`config.mk`:
```
export PLATFORM = sky130hd
export DESIGN_NAME = orot_seq
export DESIGN_NICKNAME = d
export VERILOG_FILES = /design/src/hdl/orot_pkg.sv /design/src/hdl/orot_seq.sv
export SDC_FILE = /design/constraint.sdc
export NUM_CORES = 1
export LEC_CHECK = 0
export BUFFER_PORTS_ARGS = -buffer_cell sky130_fd_sc_hd__buf_2
export CORE_MARGIN = 2
export CORE_UTILIZATION = 46
export DETAILED_ROUTE_END_ITERATION = 10
export MAX_ROUTING_LAYER = met4
export PLACE_DENSITY = 0.7
export SLEW_MARGIN = 0
export SYNTH_ARGS = -nofsm -noshare
export SYNTH_HDL_FRONTEND = slang
export SYNTH_SLANG_ARGS = --single-unit
export TNS_END_PERCENT = 1
```
`constraint.sdc`:
```
create_clock -name clk -period 1.4 [get_ports clk]
set_input_delay 0.07 -clock clk [delete_from_list [all_inputs] [get_ports clk]]
set_output_delay 0.07 -clock clk [all_outputs]
set_load 0.01 [all_outputs]
```
`src/hdl/orot_pkg.sv`:
```
// orot_pkg: shared widths, sequencer control types and the axis corner table
// for the oriented rectangle overlap test; no dependencies
`timescale 1ns / 1ps
`default_nettype none

package orot_pkg;

  localparam int COORD_WIDTH = 32;                 // stored world coordinate width
  localparam int IN_W        = 32;                 // width of each input coordinate field
  localparam int FRAC_W      = 16;                 // Q16.16 fraction bits
  localparam int MUL_W       = IN_W + 1;           // shared multiplier operand width
  localparam int PROD_W      = 2 * MUL_W;          // full product width
  localparam int SUM_W       = PROD_W + 1;         // dot product / scaled sum width
  localparam int AX_W        = COORD_WIDTH + 1;    // axis component width
  localparam int NUM_SLOTS   = 8;
  localparam int SLOT_W      = $clog2(NUM_SLOTS);
  localparam int NUM_AXES    = 4;
  localparam int AXIS_W      = $clog2(NUM_AXES);

  localparam logic [NUM_SLOTS-1:0] MASK_FULL = '1;

  typedef enum logic [2:0] {
    MOP_IDLE,
    MOP_LX,    // local_x * scale_x
    MOP_LY,    // local_y * scale_y
    MOP_PX,    // corner x * axis x
    MOP_PY     // corner y * axis y
  } mul_op_t;

  typedef struct packed {
    mul_op_t           mul_op;
    logic [SLOT_W-1:0] rd_addr;
    logic              ax_load;
    logic              ax_sub;
    logic              wx_en;
    logic              wr_en;
    logic              start;
    logic              upd;
    logic              upd_first;
    logic              upd_shape;
    logic              chk;
    logic              res_load;
  } ctrl_t;

  typedef struct packed {
    logic last;
    logic mask_full;
    logic out_free;
  } status_t;

  // axis = corner a minus corner b; second rectangle corners sit at slot + 4
  function automatic logic [SLOT_W-1:0] axis_src(input logic [AXIS_W-1:0] ax,
                                                 input logic sel_b);
    logic [SLOT_W-1:0] a, b;
    begin
      unique case (ax)
        2'd0: begin a = 3'd0; b = 3'd1; end  // ur - ul, first
        2'd1: begin a = 3'd0; b = 3'd2; end  // ur - lr, first
        2'd2: begin a = 3'd6; b = 3'd4; end  // lr - ur, second
        default: begin a = 3'd5; b = 3'd4; end  // ul - ur, second
      endcase
      return sel_b ? b : a;
    end
  endfunction

  function automatic logic signed [COORD_WIDTH-1:0] sat_coord(
      input logic signed [SUM_W-1:0] v);
    logic signed [SUM_W-1:0] hi, lo;
    begin
      hi = (SUM_W'(signed'(1)) <<< (COORD_WIDTH - 1)) - SUM_W'(signed'(1));
      lo = -hi - SUM_W'(signed'(1));
      if (v > hi) return hi[COORD_WIDTH-1:0];
      else if (v < lo) return lo[COORD_WIDTH-1:0];
      else return v[COORD_WIDTH-1:0];
    end
  endfunction

endpackage

`default_nettype wire

```
`src/hdl/orot_seq.sv`:
```
// orot_seq: sequencer for corner loading and the four-axis projection test
// depends on orot_pkg
`timescale 1ns / 1ps
`default_nettype none

module orot_seq (
  input  wire logic              clk,
  input  wire logic              rst_n,
  input  wire logic              in_fire,
  input  wire orot_pkg::status_t sts,
  output logic                   idle,
  output orot_pkg::ctrl_t        ctrl
);
  import orot_pkg::*;

  typedef enum logic [3:0] {
    S_IDLE, S_LX, S_LY, S_LW, S_DEC, S_AXA, S_AXB, S_PX, S_PY, S_PFIN, S_CHK, S_RES
  } state_t;

  state_t            state_r;
  logic [AXIS_W-1:0] ax_r;
  logic [SLOT_W-1:0] k_r;

  always_ff @(posedge clk) begin
    if (!rst_n) begin
      state_r <= S_IDLE;
      ax_r    <= '0;
      k_r     <= '0;
    end else begin
      unique case (state_r)
        S_IDLE: if (in_fire) state_r <= S_LX;
        S_LX:   state_r <= S_LY;
        S_LY:   state_r <= S_LW;
        S_LW:   state_r <= sts.last ? S_DEC : S_IDLE;
        S_DEC: begin
          ax_r    <= '0;
          state_r <= sts.mask_full ? S_AXA : S_RES;
        end
        S_AXA:  state_r <= S_AXB;
        S_AXB: begin
          k_r     <= '0;
          state_r <= S_PX;
        end
        S_PX:   state_r <= S_PY;
        S_PY: begin
          k_r     <= k_r + SLOT_W'(1);
          state_r <= (k_r == SLOT_W'(NUM_SLOTS - 1)) ? S_PFIN : S_PX;
        end
        S_PFIN: state_r <= S_CHK;
        S_CHK: begin
          ax_r    <= ax_r + AXIS_W'(1);
          state_r <= (ax_r == AXIS_W'(NUM_AXES - 1)) ? S_RES : S_AXA;
        end
        S_RES:  if (sts.out_free) state_r <= S_IDLE;
        default: state_r <= S_IDLE;
      endcase
    end
  end

  always_comb begin
    ctrl           = '0;
    ctrl.mul_op    = MOP_IDLE;
    ctrl.rd_addr   = k_r;
    ctrl.upd_first = (k_r[1:0] == 2'd0);
    ctrl.upd_shape = k_r[SLOT_W-1];
    idle           = (state_r == S_IDLE);
    unique case (state_r)
      S_LX:  ctrl.mul_op = MOP_LX;
      S_LY: begin
        ctrl.mul_op = MOP_LY;
        ctrl.wx_en  = 1'b1;
      end
      S_LW:  ctrl.wr_en = 1'b1;
      S_DEC: ctrl.start = 1'b1;
      S_AXA: begin
        ctrl.rd_addr = axis_src(ax_r, 1'b0);
        ctrl.ax_load = 1'b1;
      end
      S_AXB: begin
        ctrl.rd_addr = axis_src(ax_r, 1'b1);
        ctrl.ax_sub  = 1'b1;
      end
      S_PX:  ctrl.mul_op = MOP_PX;
      S_PY: begin
        ctrl.mul_op = MOP_PY;
        ctrl.upd    = 1'b1;
      end
      S_CHK: ctrl.chk = 1'b1;
      S_RES: ctrl.res_load = sts.out_free;
      default: ;
    endcase
  end

endmodule

`default_nettype wire

```
# [Word-level counts from Yosys, hierarchy flattened]
# Index checks and enable logic that the tools add are counted.
[word_totals] reg_bits=9 inputBits=6 out_inout_bits=17 wordCells=50
[op_classes] addsub=2 eq_ne=17 mux=21 reduce_logical=7
[ops] op="4-bit one-hot mux with 12 select lines" n=1
[ops] op="3-bit one-hot mux with 2 select lines" n=4
[ops] op="4-bit 2-to-1 mux" n=5
[ops] op="4-bit by 3-bit equality test with 1-bit output (second input constant)" n=4
[ops] op="4-bit equality test (second input constant)" n=4
[ops] op="3-bit one-hot mux with 4 select lines" n=1
[ops] op="4-bit by 2-bit equality test with 1-bit output (second input constant)" n=2
[ops] op="1-bit 2-to-1 mux" n=8
[ops] op="2-bit equality test (second input constant)" n=2
[ops] op="4-bit by 1-bit equality test with 1-bit output (second input constant)" n=1
[ops] op="2-bit zero test" n=2
[ops] op="4-bit zero test" n=1
[ops] op="2-bit != test (second input constant)" n=2
[ops] op="2-bit one-hot mux with 2 select lines" n=1
[ops] op="2-bit nonzero test" n=2
[ops] op="3-bit by 1-bit adder with 3-bit output (second input constant)" n=1
[ops] op="3-bit equality test (second input constant)" n=1
[ops] op="3-bit 2-to-1 mux" n=1
[ops] op="2-bit by 1-bit adder with 2-bit output (second input constant)" n=1
[ops] op="2-bit by 1-bit equality test with 1-bit output (second input constant)" n=1
[ops] op="2-bit AND reduction" n=1
[ops] op="2-bit OR reduction" n=1

# [Logic depth before layout (Yosys ltp)]
# Gate-level depths: netlist of run 1.
[depth] ltp_word=4 ltp_mapped=6 depth_no_buf=5

# [Worst setup path after synthesis of run 1]
# Ideal clock, no wire load.
[synth_timing] kind="reg2reg" from="reg state_r[0]" to="reg state_r[3]" setup_ns=0.077 arrival_ns=1.355 required_ns=1.323 slack_ns=-0.032 stages_incl_launch_ff=7 n_path_buf=2 period_less_slack_ns=1.432 cell_sequence="dfxtp_1 > buf_6 > or4b_4 > buf_6 > clkinv_4 > nand2_1 > a41oi_2"
[synth_between] elab_chain_len=3 elab_cells_between_ends=16 cone_classes="eq/ne (13); mux (1); reduce/logical (2)"
[synth_rtl] item="start, declared" line="orot_seq.sv:20" rtl="state_t state_r;"
[synth_rtl] item="start signal, assigned" line="orot_seq.sv:34" rtl="S_LW: state_r <= sts.last ? S_DEC : S_IDLE;"
[synth_rtl] item="start signal, assigned" line="orot_seq.sv:37" rtl="state_r <= sts.mask_full ? S_AXA : S_RES;"
[synth_rtl] item="start signal, assigned" line="orot_seq.sv:47" rtl="state_r <= (k_r == SLOT_W'(NUM_SLOTS - 1)) ? S_PFIN : S_PX;"
[synth_rtl] item="4-bit equality test or 4-bit zero test (tied branches)" line="orot_seq.sv:30" rtl="unique case (state_r)"
[synth_rtl] item="2-bit != test (no line)"
[synth_rtl] item="2-bit AND reduction (no line)"
# Several ways; a longest one is shown, not always the timed one.
# A chain may end at the register's enable or synchronous reset.

==> impl_metrics.ini, run 1 <==
[status]
outcome = finished with violations
violations = negative setup slack

[final_layout]
fin_nets = 154
area_growth_pct = 45.47
drive_gt1_share_pct = 51.08
ff_latch_area_um2 = 202.7
nFillCells = 119
design_area_mm2 = 0.001205
multi_input_area_um2 = 600.6
final_cells = 164
antenna_cells = 0

[logic_synthesis]
synth_largest_area_cell = dfxtp_1
ys_top_cells_by_area = dfxtp_1, ha_1, inv_1, nor3_1, nand2_1
synth.most_common_cell = inv_1
synth-edff-count = 0
synth_area_um2 = 828.3
syn-instance-count = 103
synth-seq-cells = 9
synth_top_cell_area_share_pct = 21.75
ys_warn_count = 0
synth_ff_type = dfxtp_1
yosysSeqAreaShare_pct = 21.75
async_flop_share_pct = 0
ys_types = 41
synthTopCellsByCount = inv_1, dfxtp_1, ha_1, nor3_1, nand2_1
synth_nets = 117
syn_area_per_cell_um2 = 8.042

[sta]
skew_ps = 1.353
final-hold-violation-count = 0
post-route-period-util_pct = 117.6
setup_violations = 11
max_freq_mhz = 607.3
maxSlewViolCount = 0
relSlewSlack_pct = 78.43
rsz0062_at_grt = true
setup_slack_ps = -246.7
worstMarginPinSlew_ps = 322.8
post-route-min-period_ps = 1647

[detailed_routing]
routed_wl_mm = 2.340
drt_iter0_drc = 23
num_vias = 932
dr.pass1.iters = 4
ant_nets = 0
via_per_inst = 5.683
wl_per_cell_um = 14.27
drc = 0

[placed_design]
port_buffers = 22
dp_hpwl_mm = 1.558
pre_cts_ws_ps = -56.72
placed_cells = 154
gp_congestion = 0.8252
placed_area_mm2 = 0.001011

[worst_setup_path]
r2r_end = state_r[3]
reg2regPathDepth = 4
path_class = reg -> out
worst_ep_required_time_ps = 1330
cp-start-kind = flop
arrival_ps = 1580
worstPathMaxFanout = 6
rr_startpoint = state_r[0]
ff2ff_setup_slack_ps = -50
cp-end-kind = primary output

[clock_tree]
cts_tree = yes
clockBufferDepth = 2
cts_sinks = 9
clkLatencyLatePin_ps = 270
cts_hold_buf = 0
clkTransAtPathRegs_ps = 60
h-tree-depth = 1
root_buffer = clkbuf_4
cts_buffers = 3

[flow_run]
drv_cap = 0

[die]
start_util_pct = 48.50
std_cell_rows = 15
ios = 23
die_area_mm2 = 0.002156
core_area_mm2 = 0.001708
die_h_um = 46.44
dieWidth_um = 46.44

[power]
p_per_area_mw_per_mm2 = 674.4
ir_drop_mv = 0.4268
p_leak_nw = 0.5529

[global_routing]
grt_max_degree = 11
grt_pass1_wl_mm = 3.519
grt.total_usage_pct = 23.68
antenna_found_initial = 0
grt_pass1_vias = 794
grt-ovfl-total = 0

[min_path]
hold_depth = 2
worstHoldStart = rst_n
min_to = state_r[0]
min_path_type = in -> reg
[cells in the final DEF, fill, tap and decap left out, drive strengths merged, types with 2 or more instances in the layout]
master | Yosys | final
nand3 | 4 | 4
o21ai | 3 | 3
a2111oi | 2 | 2
ha | 8 | 8
nor2 | 3 | 3
dfxtp | 9 | 9
or3 | 2 | 2
clkbuf | 3 | 4
or4b | 2 | 2
nor2b | 2 | 2
inv | 13 | 13
a221o | 2 | 2
nand2 | 7 | 7
xor2 | 2 | 2
a2bb2oi | 2 | 2
nor3 | 8 | 8
o211a | 2 | 2
nand2b | 2 | 2
buf | 6 | 41
a21oi | 5 | 5
[layout make-up]
| class | count | share of cell area, % |
|---|---|---|
| multi-input cells | 71 | 49.84 |
| repair buffers | 41 | 23.78 |
| flip-flops and latches | 9 | 16.82 |
| inverters | 14 | 4.777 |
| well taps | 25 | 2.596 |
| clock buffers | 4 | 2.181 |
[report_power, final]
part           switching [W]  total, W  internal (W)
Sequential         0.0000265  0.000292      0.000266
Clock               0.000100  0.000211      0.000110
Combinational       0.000155  0.000310      0.000155
[layer usage]
metal  vias up  track usage (%)  routed length (µm)
met5         -                -                   0
met4         0            6.857                  38
met3         6            5.882                 150
met2        39            38.89                1211
met1       444            28.40                 939
li1        443                -                   -
[worst max-delay path, stage by stage, from the launching register on]
cell and delay, ps:
dfxtp_4 360, buf_6 130, or4b_4 520, buf_6 130, inv_1 50, buf_2 120
[timing repair]
item	4_1_cts	5_1_grt
gates resized for setup	21	16
pin swaps	1	4
setup endpoints to repair	17	16
setup buffers	3	3
hold endpoints to repair	0	0
[worst max-delay path by stage]
| stage | cells after the start | slack, ps | endpoint | from |
|---|---|---|---|---|
| after global placement | 5 | 0.7 | ctrl[10] | state_r[2] |
| after global routing | 5 | -290 | ctrl[10] | state_r[0] |
| final | 5 | -250 | ctrl[5] | state_r[0] |
| after detailed placement | 4 | -60 | ax_r[1] | state_r[1] |
| after floorplan | 5 | 20 | ctrl[10] | state_r[3] |
| after CTS | 5 | -200 | ctrl[10] | state_r[2] |
[kinds of logic (layout without fill, tap and decap cells)]
group                    after synthesis  after routing  share of synthesized area, %
AND/OR/NAND/NOR                       39             39                         28.55
XOR/XNOR                               2              2                         2.115
adder cells (fa/ha/maj)                8              8                         12.09
flip-flops                             9              9                         21.75
AO/OA/AOI/OAI                         21             21                         20.24
buffers and inverters                 23             59                         14.05
multiplexers                           1              1                         1.209
[state kept, by name, indices dropped and copies added, names as in the netlist]
| register | count |
|---|---|
| ax_r | 2 |
| state_r | 4 |
| k_r | 3 |
[per-stage QoR]
step | TNS (ps) | total power (W) | hold WS (ps) | utilization, %
floorplan | 0 | 0.0004451 | 203.4 | -
global placement | 0 | 0.0005241 | 341.7 | 59.19
detailed placement | -196.1 | 0.0005289 | 326.6 | 59.19
CTS | -1084 | 0.0007712 | 35.30 | 65.93
global route | -1756 | 0.0008529 | 53.96 | 70.55
finish | -1228 | 0.0008126 | 40.30 | 70.55
Note: power is estimated with default switching activity, not from simulation.
==> run 2, diff against run 1 <==
Settings changed: SKIP_LAST_GASP set to 1.
==> impl_metrics.ini, run 2 (synthesis gave the netlist of run 1 again) <==
[final_layout]
fin_nets = 153
nFillCells = 130
area_growth_pct = 36.86
top_register = state_r
largest_reg_flops = 4
antenna_cells = 0
reg_top3 = state_r: 4 flops, k_r: 3 flops, ax_r: 2 flops
mostFrequentLayoutCells = buf_2, buf_4, inv_1
finish.utilization_pct = 66.37
layout_commonest_cell = buf_2
drive_gt1_share_pct = 44.20

[status]
outcome = finished with violations
violations = negative setup slack

[sta]
final-hold-violation-count = 0
worstMarginPinSlew_ps = 321.6
setup_slack_ps = -221.3
setup_violations = 13
max_freq_mhz = 616.8
maxSlewViolCount = 0
hold_slack_ps = 41.89
post-route-min-period_ps = 1621
skew_ps = 1.088
relSlewSlack_pct = 78.50
post-route-period-util_pct = 115.8
rsz0062_at_grt = true
setup_tns_ps = -1424

[detailed_routing]
drt_iter0_drc = 15
ant_nets = 0
wl_per_cell_um = 12.85
via_per_inst = 5.454
routed_wl_mm = 2.094
drc = 0
dr.pass1.iters = 4
num_vias = 889

[flow_run]
drv_cap = 0

[global_routing]
grt_pass1_vias = 787
grt-ovfl-total = 0
grt_max_degree = 11
grt_pass1_wl_mm = 3.436
grt.total_usage_pct = 22.93
antenna_found_initial = 0

[clock_tree]
cts_buffers = 3
clkLatencyLatePin_ps = 270
clockBufferDepth = 2
root_buffer = clkbuf_4
cts_tree = yes
h-tree-depth = 1
cts_sinks = 9
cts_hold_buf = 0
clkTransAtPathRegs_ps = 60

[die]
die_h_um = 46.44
ios = 23
dieWidth_um = 46.44
start_util_pct = 48.50
core_area_mm2 = 0.001708
die_area_mm2 = 0.002156
std_cell_rows = 15

[worst_setup_path]
path_class = reg -> out
ff2ff_setup_slack_ps = -60
arrival_ps = 1550
worst_ep_required_time_ps = 1330
cp-start-kind = flop
worstPathMaxFanout = 6
cp-end-kind = primary output
reg2regPathDepth = 4

[min_path]
min_path_type = in -> reg
hold_depth = 2

[power]
ir_drop_mv = 0.4140
p_leak_nw = 0.5295
p_per_area_mw_per_mm2 = 682.5

[placed_design]
gp_congestion = 0.8252
dp_hpwl_mm = 1.558
port_buffers = 22
==> run 2: final timing paths <==
kind | startpoint | to
hold reg to reg | k_r[1] | k_r[1]
setup reg to reg | state_r[0] | state_r[3]
hold / removal | rst_n | state_r[0]
setup / recovery | state_r[0] | ctrl[5]
==> run 2: what timing repair did <==
| action | 4_1_cts | 5_1_grt |
|---|---|---|
| gates resized for setup | 13 | 8 |
| pin swaps | 1 | 1 |
| setup buffers | 3 | 2 |
| endpoints found under the setup margin | 17 | 16 |
==> run 2: critical path, stage by stage, from the launching register on <==
cell and delay, ps:
dfxtp_4 370, buf_6 120, or4b_4 520, buf_6 130, inv_1 30, buf_2 120
==> run 2: per-layer routing <==
metal | vias up | global-route usage [%] | part of all wire, %
li1 | 440 | - | -
met1 | 422 | 28.10 | 44
met2 | 21 | 36.67 | 51
met3 | 6 | 5.882 | 4.2
met4 | 0 | 6.857 | 0.76
met5 | - | - | 0
==> run 2: through the flow <==
step	cell area, µm²	setup slack, ps	std cells	power [W]
4_1_cts	1097	-202.2	161	0.0007596
6_report	1134	-221.3	163	0.0007736
2_1_floorplan	830.8	18.37	103	0.0004451
3_3_place_gp	1011	0.6590	154	0.0005241
3_5_place_dp	1011	-56.72	154	0.0005289
5_1_grt	1134	-280.2	163	0.0008184
==> run 2: final cells by class <==
class	count	area (µm²)	area share, %
clock buffer	4	26.28	2.318
inverter	14	57.56	5.077
multi-input combinational	71	565.5	49.89
tap	25	31.28	2.759
timing repair buffer	40	252.7	22.30
sequential	9	200.2	17.66
==> run 2: report_power, final <==
group          total (W)  switching (W)  leakage [nW]  internal (W)
Combinational   0.000271       0.000131         0.437      0.000140
Clock           0.000209      0.0000984        0.0150      0.000110
Sequential      0.000294      0.0000261        0.0771      0.000268
==> run 3, diff against run 2 <==
Settings changed: CORE_UTILIZATION 46 to 40, PLACE_DENSITY 0.7 to 0.62.
==> impl_metrics.ini, run 3 (synthesis gave the netlist of run 1 again) <==
[clock_tree]
h-tree-depth = 1
clkTransAtPathRegs_ps = 60
cts_hold_buf = 0
cts_tree = yes
cts_sinks = 9
root_buffer = clkbuf_4
clockBufferDepth = 2
clkLatencyLatePin_ps = 260
cts_buffers = 3

[sta]
setup_slack_ps = -202.6
rsz0062_at_grt = true
worstMarginPinSlew_ps = 372.2
max_freq_mhz = 624.0
post-route-min-period_ps = 1603
relSlewSlack_pct = 75.12
post-route-period-util_pct = 114.5
final-hold-violation-count = 0
setup_violations = 11
skew_ps = 1.341
maxSlewViolCount = 0

[die]
die_area_mm2 = 0.002451
dieWidth_um = 49.51
die_h_um = 49.51
std_cell_rows = 16
start_util_pct = 42.22
ios = 23
core_area_mm2 = 0.001962

[placed_design]
dp_hpwl_mm = 1.501
placed_area_um2 = 998.5
port_buffers = 22
pre_cts_ws_ps = -27.45
gp_congestion = 0.8290

[detailed_routing]
via_per_inst = 5.362
ant_nets = 0
wl_per_cell_um = 12.45
drt_iter0_drc = 29
num_vias = 874
drc = 0
routed_wl_mm = 2.029
dr.pass1.iters = 4

[global_routing]
antenna_found_initial = 0
grt_max_degree = 15
grt_pass1_wl_mm = 3.318
grt-ovfl-total = 0
use_met3_pct = 5.758
grt_pass1_vias = 758
met2_usage_pct = 28.83
grt_busiest_layer = met2
grt.total_usage_pct = 17.60
grtUsageMet1_pct = 21.56

[power]
seq_power_share_pct = 39.1
p_leak_nw = 0.5165
p_switching_w = 0.0002432
p_int_w = 0.0004996
ir_drop_mv = 0.4303
power.total_w = 0.0007428
pwr-share-comb_pct = 33.5
switching_share_pct = 32.74
p_per_area_mw_per_mm2 = 671.6
clkPwrFrac_pct = 27.3

[final_layout]
top_register = state_r
largest_reg_flops = 4
nFillCells = 192
antenna_cells = 0
mostFrequentLayoutCells = buf_2, buf_4, inv_1
finish.utilization_pct = 56.38
drive_gt1_share_pct = 42.65
area_growth_pct = 33.53
layout_commonest_cell = buf_2
reg_top3 = state_r: 4 flops, k_r: 3 flops, ax_r: 2 flops
fin_nets = 151
design_area_mm2 = 0.001106

[min_path]
min_path_type = in -> reg

[worst_setup_path]
arrival_ps = 1530
path_class = reg -> out
cp-start-kind = flop
cp-end-kind = primary output
worstPathMaxFanout = 8
worst_ep_required_time_ps = 1330

[status]
outcome = finished with violations
violations = negative setup slack

[flow_run]
drv_cap = 0
[run 3: cell count changes in the layout (fill, tap and decap cells not counted)]
cell,before,now
buf_6,2,0
dfxtp_2,1,3
dfxtp_4,5,3
ha_1,7,8
ha_2,1,0
[run 3: final timing paths]
path,slack (ps),end,from,depth (start not counted)
worst min register to register,500,k_r[0],k_r[0],2
worst max-delay path,-200,ctrl[5],state_r[2],5
worst max register to register,-30,state_r[3],state_r[2],4
worst min-delay path,60,state_r[0],rst_n,2
[run 3: worst max-delay path, stage by stage, from the launching register on]
cell and delay [ps]:
dfxtp_2 350, buf_4 160, or4b_4 480, buf_4 140, inv_1 40, buf_2 110
[run 3: power by group through the flow]
| stage | clock [W] | combinational, W | sequential (W) |
|---|---|---|---|
| finish | 0.000203 | 0.000249 | 0.000291 |
| global route | 0.000224 | 0.000273 | 0.000294 |
| CTS | 0.000207 | 0.000245 | 0.000289 |
| detailed placement | 0 | 0.000223 | 0.000300 |
| global placement | 0 | 0.000222 | 0.000297 |
| floorplan | 0 | 0.000159 | 0.000286 |
[run 3: layout make-up]
cell class,instances,area (µm²),share of cell area (%)
flip-flops and latches,9,195.2,17.65
multi-input cells,71,563.0,50.91
well taps,27,33.78,3.054
repair buffers,38,230.2,20.81
inverters,14,57.56,5.204
clock buffers,4,26.28,2.376
[run 3: metal layers]
metal | vias up | share of wire, % | wire (µm)
li1 | 437 | - | -
met5 | - | 0 | 0
met4 | 0 | 0 | 0
met2 | 27 | 51 | 1035
met3 | 0 | 5.7 | 115
met1 | 410 | 43 | 878
[run 3: what timing repair did]
| item | CTS | global route |
|---|---|---|
| buffers inserted | 4 | 1 |
| setup endpoints to repair | 15 | 18 |
| pin swaps | 1 | 1 |
| resized for setup | 10 | 4 |
[run 3: through the flow]
stage / instances / setup TNS, ps / hold WS, ps
2_1_floorplan: 103 / 0 / 203.4
3_3_place_gp: 154 / 0 / 333.5
3_5_place_dp: 154 / -47.63 / 335.6
4_1_cts: 162 / -1218 / 54.40
5_1_grt: 163 / -2360 / 72.73
6_report: 163 / -1154 / 55.49
